`src/design/brf_pkg.sv`:
```
package brf_pkg;

  // Operation codes
  localparam logic [1:0] OP_READ   = 2'd0;
  localparam logic [1:0] OP_WRITE  = 2'd1;
  localparam logic [1:0] OP_SWITCH = 2'd2;

  // Processor mode codes
  localparam logic [4:0] MODE_USR  = 5'h10;
  localparam logic [4:0] MODE_FAST = 5'h11;
  localparam logic [4:0] MODE_INTR = 5'h12;
  localparam logic [4:0] MODE_SVC  = 5'h13;
  localparam logic [4:0] MODE_ABT  = 5'h17;
  localparam logic [4:0] MODE_UND  = 5'h1B;
  localparam logic [4:0] MODE_SYS  = 5'h1F;

  // Register file geometry
  localparam int NUM_REGS  = 16;
  localparam int BANK_BASE = 8;
  localparam int BANK_LEN  = 7;
  localparam int NUM_LINKS = 4;
  localparam logic [3:0] LINK_REG = 4'd14;

  // Request as held in the input register
  typedef struct packed {
    logic [1:0]  op;
    logic [3:0]  idx;
    logic [31:0] val;
    logic [4:0]  new_mode;
  } req_t;

  // Result of one request
  typedef struct packed {
    logic [31:0] read_data;
    logic        mode_error;
    logic [4:0]  cur_mode;
  } rsp_t;

  // Exception link slot lookup
  typedef struct packed {
    logic       hit;
    logic [1:0] slot;
  } link_sel_t;

  function automatic link_sel_t link_slot(input logic [4:0] m);
    link_sel_t s;
    s.hit  = 1'b1;
    s.slot = 2'd0;
    unique case (m)
      MODE_INTR: s.slot = 2'd0;
      MODE_SVC:  s.slot = 2'd1;
      MODE_ABT:  s.slot = 2'd2;
      MODE_UND:  s.slot = 2'd3;
      default:   s.hit  = 1'b0;
    endcase
    return s;
  endfunction

  function automatic logic is_user(input logic [4:0] m);
    return (m == MODE_USR) || (m == MODE_SYS);
  endfunction

  function automatic logic mode_known(input logic [4:0] m);
    link_sel_t s;
    s = link_slot(m);
    return is_user(m) || (m == MODE_FAST) || s.hit;
  endfunction

endpackage

```
`src/design/brf_regfile.sv`:
```
module brf_regfile (
  input  logic          clk,
  input  logic          rst_n,
  input  logic          exec_en,
  input  brf_pkg::req_t req,
  output brf_pkg::rsp_t rsp
);
  import brf_pkg::*;

  logic [31:0] live_r [NUM_REGS];
  logic [31:0] live_nxt [NUM_REGS];
  logic [31:0] usr_r [BANK_LEN];
  logic [31:0] usr_nxt [BANK_LEN];
  logic [31:0] fiq_r [BANK_LEN];
  logic [31:0] fiq_nxt [BANK_LEN];
  logic [31:0] lnk_r [NUM_LINKS];
  logic [31:0] lnk_nxt [NUM_LINKS];
  logic [4:0]  mode_r;
  logic [4:0]  mode_nxt;

  link_sel_t cur_sel;
  link_sel_t new_sel;

  assign cur_sel = link_slot(mode_r);
  assign new_sel = link_slot(req.new_mode);

  // Execute one request: save to the old bank first, then load from the new
  always_comb begin
    live_nxt       = live_r;
    usr_nxt        = usr_r;
    fiq_nxt        = fiq_r;
    lnk_nxt        = lnk_r;
    mode_nxt       = mode_r;
    rsp.read_data  = '0;
    rsp.mode_error = 1'b0;
    if (exec_en) begin
      unique case (req.op)
        OP_READ: begin
          rsp.read_data = live_r[req.idx];
        end
        OP_WRITE: begin
          live_nxt[req.idx] = req.val;
        end
        OP_SWITCH: begin
          if (mode_known(req.new_mode)) begin
            // save
            if (is_user(mode_r)) begin
              for (int i = 0; i < BANK_LEN; i++) usr_nxt[i] = live_r[4'(BANK_BASE + i)];
            end else if (mode_r == MODE_FAST) begin
              for (int i = 0; i < BANK_LEN; i++) fiq_nxt[i] = live_r[4'(BANK_BASE + i)];
            end else if (cur_sel.hit) begin
              lnk_nxt[cur_sel.slot] = live_r[LINK_REG];
            end
            // load
            if (is_user(req.new_mode)) begin
              for (int i = 0; i < BANK_LEN; i++) live_nxt[4'(BANK_BASE + i)] = usr_nxt[i];
            end else if (req.new_mode == MODE_FAST) begin
              for (int i = 0; i < BANK_LEN; i++) live_nxt[4'(BANK_BASE + i)] = fiq_nxt[i];
            end else if (new_sel.hit) begin
              live_nxt[LINK_REG] = lnk_nxt[new_sel.slot];
            end
            mode_nxt = req.new_mode;
          end else begin
            rsp.mode_error = 1'b1;
          end
        end
        default: ;
      endcase
    end
    rsp.cur_mode = mode_nxt;
  end

  // State registers
  always_ff @(posedge clk) begin
    if (!rst_n) begin
      for (int i = 0; i < NUM_REGS; i++) live_r[i] <= '0;
      for (int i = 0; i < BANK_LEN; i++) begin
        usr_r[i] <= '0;
        fiq_r[i] <= '0;
      end
      for (int i = 0; i < NUM_LINKS; i++) lnk_r[i] <= '0;
      mode_r <= MODE_SVC;
    end else begin
      live_r <= live_nxt;
      usr_r  <= usr_nxt;
      fiq_r  <= fiq_nxt;
      lnk_r  <= lnk_nxt;
      mode_r <= mode_nxt;
    end
  end

  // Rejected switch leaves the mode alone
  a_bad_switch_holds: assert property (@(posedge clk) disable iff (!rst_n)
    exec_en && req.op == OP_SWITCH && !mode_known(req.new_mode) |=> $stable(mode_r))
    else $error("mode changed on rejected switch");

  // Accepted switch takes the requested mode
  a_switch_mode: assert property (@(posedge clk) disable iff (!rst_n)
    exec_en && req.op == OP_SWITCH && mode_known(req.new_mode)
      |=> mode_r == $past(req.new_mode))
    else $error("mode not taken on switch");

  // Write lands in the addressed register
  a_write_lands: assert property (@(posedge clk) disable iff (!rst_n)
    exec_en && req.op == OP_WRITE |=> live_r[$past(req.idx)] == $past(req.val))
    else $error("write lost");

endmodule

```
`src/design/banked_register_file_top.sv`:
```
// Banked register file with processor-mode banking.
// Input channel (in_*): one request per transfer; in_tuser carries the
// operation (read, write, mode switch), in_tdata the register number, the
// write value and the new mode code.
// Result channel (out_*): exactly one result per request, in request order,
// carrying read data, an unknown-mode flag and the mode in force afterwards.
// A request is taken into the input register, executed from there into the
// result register, and its result is shown on out_tvalid from then on.
// Throughput: one request per cycle while the receiver takes results; the
// input register and the result register each hold one request, and the
// single execute stage between them updates all register state.
// When the receiver stalls the result register holds, the execute stage
// waits and the input register fills; in_tready drops only when both are full.
// Reset (synchronous, rst_n low) clears all registers and banks to zero,
// sets the mode to supervisor and empties both pipeline registers.
module banked_register_file_top (
  input  logic        clk,
  input  logic        rst_n,
  input  logic        in_tvalid,
  output logic        in_tready,
  input  logic [47:0] in_tdata,   // reg_index[3:0], write_value[35:4], new_mode[40:36], zeros
  input  logic [1:0]  in_tuser,   // op[1:0]
  output logic        out_tvalid,
  input  logic        out_tready,
  output logic [39:0] out_tdata   // read_data[31:0], mode_error[32], current_mode_out[37:33], zeros
);
  import brf_pkg::*;

  logic  in_v_r;
  req_t  in_req_r;
  logic  out_v_r;
  rsp_t  out_rsp_r;
  logic  advance;
  rsp_t  rsp;

  // Execute when a request waits and the result register is free or being read out
  assign advance   = in_v_r && (!out_v_r || out_tready);
  assign in_tready = !in_v_r || advance;

  // Input register
  always_ff @(posedge clk) begin
    if (!rst_n) begin
      in_v_r <= 1'b0;
    end else if (in_tready) begin
      in_v_r <= in_tvalid;
    end
  end

  always_ff @(posedge clk) begin
    if (in_tvalid && in_tready) begin
      in_req_r.op       <= in_tuser;
      in_req_r.idx      <= in_tdata[3:0];
      in_req_r.val      <= in_tdata[35:4];
      in_req_r.new_mode <= in_tdata[40:36];
    end
  end

  brf_regfile u_regfile (
    .clk     (clk),
    .rst_n   (rst_n),
    .exec_en (advance),
    .req     (in_req_r),
    .rsp     (rsp)
  );

  // Result register
  always_ff @(posedge clk) begin
    if (!rst_n) begin
      out_v_r <= 1'b0;
    end else if (advance) begin
      out_v_r <= 1'b1;
    end else if (out_tready) begin
      out_v_r <= 1'b0;
    end
  end

  always_ff @(posedge clk) begin
    if (advance) begin
      out_rsp_r <= rsp;
    end
  end

  assign out_tvalid = out_v_r;
  assign out_tdata  = {2'b00, out_rsp_r.cur_mode, out_rsp_r.mode_error, out_rsp_r.read_data};

endmodule

```
`config.mk`:
```
export PLATFORM = sky130hd
export DESIGN_NAME = banked_register_file_top
export DESIGN_NICKNAME = d
export VERILOG_FILES = /design/src/design/brf_pkg.sv /design/src/design/brf_regfile.sv /design/src/design/banked_register_file_top.sv
export SDC_FILE = /design/constraint.sdc
export NUM_CORES = 2
export LEC_CHECK = 0
export BUFFER_PORTS_ARGS = -buffer_cell sky130_fd_sc_hd__buf_4
export CAP_MARGIN = 20
export CORE_UTILIZATION = 56
export CTS_BUF_LIST = sky130_fd_sc_hd__clkbuf_16
export CTS_CLUSTER_SIZE = 10
export DETAILED_ROUTE_END_ITERATION = 16
export PLACE_DENSITY = 0.76
export SLEW_MARGIN = 30
export SYNTH_ARGS = -nofsm -noshare
export SYNTH_HDL_FRONTEND = slang
export SYNTH_SLANG_ARGS = --single-unit
```
`constraint.sdc`:
```
create_clock -name clk -period 2.9 [get_ports clk]
set_clock_uncertainty 0.15 [all_clocks]
set_input_delay 0.87 -clock clk [delete_from_list [all_inputs] [get_ports clk]]
set_output_delay 0.87 -clock clk [all_outputs]
set_load 0.005 [all_outputs]
```
==> qor.csv <==
stage,metric,value,unit
yosys,"Top FF cell, synth",dfxtp_1,
setup_path,worst-path cell chain,nand4b_1 > buf_4 > nor4b_4 > buf_4 > a22o_1 > o21ai_1 > o211ai_1,
clocking,Inserted Clock Buffers,83,
sta,max-slew violation count,0,
yosys,Post-synth EDFFs,81,
power_and_ir_drop,worst vdd ir,455,µV
clocking,CTS Root Cell,clkbuf_16,
clocking,cts hold-fix bufs,0,
yosys,register area share after synthesis,0.488,
route,post-DR vias/cell,6.28,
floorplan,Die ar.,57200,µm²
grt,overall routing resource usage,0.327,
clocking,clock net sink count,728,
hold_path,Hold Crit Class,in2reg,
final_layout,# diodes,0,
final_layout,proportion of layout cells with a drive suffix above 1,0.159,
setup_path,Worst EP arrival,3.17,ns
setup_path,Worst Setup SP,in_req_r[38],
final_layout,final net count,3430,
yosys,"FF+latch count, synth",728,
yosys,post-synth top area share,0.411,
clocking,worst-skew pair later-pin latency,0.63,ns
route,Iter 0 DRT Violations,3147,
sta,final hold slack,0.261,ns
floorplan,core area,55300,µm²
sta,Final setup viols,0,
route,Avg WL per Cell,22.5,µm
floorplan,initial core utilization,0.570,
sta,minimum clock period,2.78,ns
setup_path,Worst R2R Start,in_req_r[38],
yosys,Netlist cell types,46,
floorplan,I/O Pins,96,
hold_path,Hold Crit Start,in_tdata[16],
placement,placed instance area,33400,µm²
grt,initial antenna violation count,4,
sta,crit share post-route,0.959,
yosys,top post-synthesis cells by count,"nand2_1 (963), dfxtp_1 (647), a21oi_1 (514)",
grt,first-pass GRT wire length,144,mm
yosys,synth top area cells,"dfxtp_1 (41%), nand2_1 (11%), mux4_2 (11%)",
setup_path,Setup CP Type,reg2reg,
route,routed vias,26100,
route,Post-route DRC,0,
setup_path,Crit path top cell by count,buf_4,
clocking,Clock Path Buffers,3,
yosys,Syn Area/Cell,9.27,µm²
sta,Worst slew margin,0.437,
yosys,largest area contributor in the netlist,dfxtp_1,
sta,"Hold Violations, Final",0,
sta,Worst Tran Pin Value,0.844,ns
route,DRT antenna net count,0,
final_layout,area delta synth->final,13.3,%
yosys,"count leader, synth",nand2_1,
clocking,Setup Buffers After CTS,0,
grt,largest net degree at the start of global routing,98,
setup_path,slowest CP cell,edfxtp_1,
clocking,TritonCTS clock tree,built,
job,max cap viols,0,
setup_path,CP peak stage delay,0.89,ns
setup_path,crit end category,register,
grt,vias in the first global route,26100,
sta,setup TNS,0,ns
sta,unrepaired setup endpoints after global routing,no,
clocking,CTS resizes,0,
yosys,Syn Std Cell Area,31500,µm²
route,router iterations before antenna repair,8,
grt,Congestion Overflow GR,0,
setup_path,startpoint types,register,
final_layout,Final Cell Area,35700,µm²
clocking,H-tree levels,3,
power_and_ir_drop,PwrDens,575,nW/µm²
placement,gpl congestion,0.847,
power_and_ir_drop,Final Power,20.5,mW
placement,detailed placement HPWL,56.8,mm
power_and_ir_drop,Leakage,12.0,nW
floorplan,die width,239,µm
yosys,Synth warnings,0,
floorplan,row cnt,86,
run_status,status,completed,
clocking,Clock transition at path regs,0.05,ns
floorplan,die height,239,µm
sta,Fmax,359,MHz
setup_path,Worst EP required,3.29,ns
yosys,cell count after synthesis,3400,
setup_path,Worst Path Max Fanout,33,
route,total routed wirelength,93.4,mm
placement,Port Buffers,86,
yosys,ys async rst share,0,
## path summary, 6_finish.rpt
check	to	slack, ns	depth (start not counted)
max	u_regfile.live_r[48]	0.12	7
min reg2reg	u_regfile.live_r[292]	0.30	2
min	in_req_r[17]	0.26	1
max reg2reg	u_regfile.live_r[48]	0.12	7
## worst max-delay path, delay by kind of cell, from the launching register on
family	cells	cell delay, ns
buffers and inverters	2	0.62
AND/OR/NAND/NOR	2	0.69
AO/OA/AOI/OAI	3	0.33
flip-flops	1	0.89
## logic make-up (layout without fill, tap and decap cells)
group / count (synthesis) / count (layout) / synth area share
simple gates: 1249 / 1249 / 0.160
compound gates: 741 / 741 / 0.131
flops: 728 / 728 / 0.488
buf+inv: 351 / 354 / 0.0515
mux: 324 / 324 / 0.168
fa+ha+maj: 4 / 4 / 0.00151
xor+xnor: 2 / 2 / 0.000556
other cells: 1 / 2 / 0.000119
## layout by cell type, fill, tap and decap left out, types with 5 or more instances in the layout
cell type | synthesis | final
nand2_1 | 963 | 963
dfxtp_1 | 647 | 647
a21oi_1 | 514 | 513
buf_4 | 44 | 172
nor2_1 | 174 | 166
mux4_2 | 160 | 160
mux2i_1 | 128 | 128
clkbuf_16 | 0 | 84
edfxtp_1 | 81 | 81
o211ai_1 | 64 | 64
buf_12 | 0 | 61
o21ai_0 | 58 | 58
and2_1 | 41 | 39
o21ai_1 | 39 | 38
mux2_2 | 32 | 32
o22a_1 | 32 | 32
inv_1 | 4 | 28
a22o_1 | 19 | 19
nand3_1 | 18 | 18
o2bb2ai_1 | 14 | 14
or2_1 | 11 | 11
nor2_2 | 0 | 8
and3_1 | 6 | 6
nand2b_1 | 5 | 5
nand4_1 | 5 | 5
## area by class of cell
cell class	instances	area, µm²
inverter	5	26.3
multi-input combinational	2322	14600
timing repair buffer	233	2510
clock inverter	32	164
sequential	728	15400
clock buffer	84	2100
fill	4147	19600
tap	748	936
## metal layers
| layer | wire length, µm | vias up | GRT usage |
|---|---|---|---|
| met4 | 4290 | 4 | 0.168 |
| met1 | 34800 | 12500 | 0.413 |
| met5 | 23 | - | 0 |
| met2 | 44500 | 1635 | 0.536 |
| met3 | 9860 | 320 | 0.0607 |
| li1 | - | 11600 | - |
## per-stage QoR
stage | setup WS [ns] | utilization | cells
finish | 0.118 | 0.646 | 4152
global route | 0.0207 | 0.646 | 4152
CTS | 0.196 | 0.646 | 4152
detailed placement | 0.156 | 0.605 | 4036
global placement | 0.195 | 0.605 | 4036
floorplan | 0.244 | - | 3401
## sequential cells by signal (all words and copies together) (netlist names)
signal            count
out_tvalid            1
u_regfile.live_r    512
in_req_r             43
u_regfile.lnk_r     128
out_tdata            38
u_regfile.mode_r      5
in_v_r                1
## power breakdown
group	switching [mW]	leakage, nW	internal [mW]	total [mW]
clock	3.96	1.20	5.15	9.11
combinational	0.567	4.79	0.369	0.936
sequential	0.209	5.99	10.3	10.5
total	4.74	12.0	15.8	20.5
(Power assumes the default switching activity.)
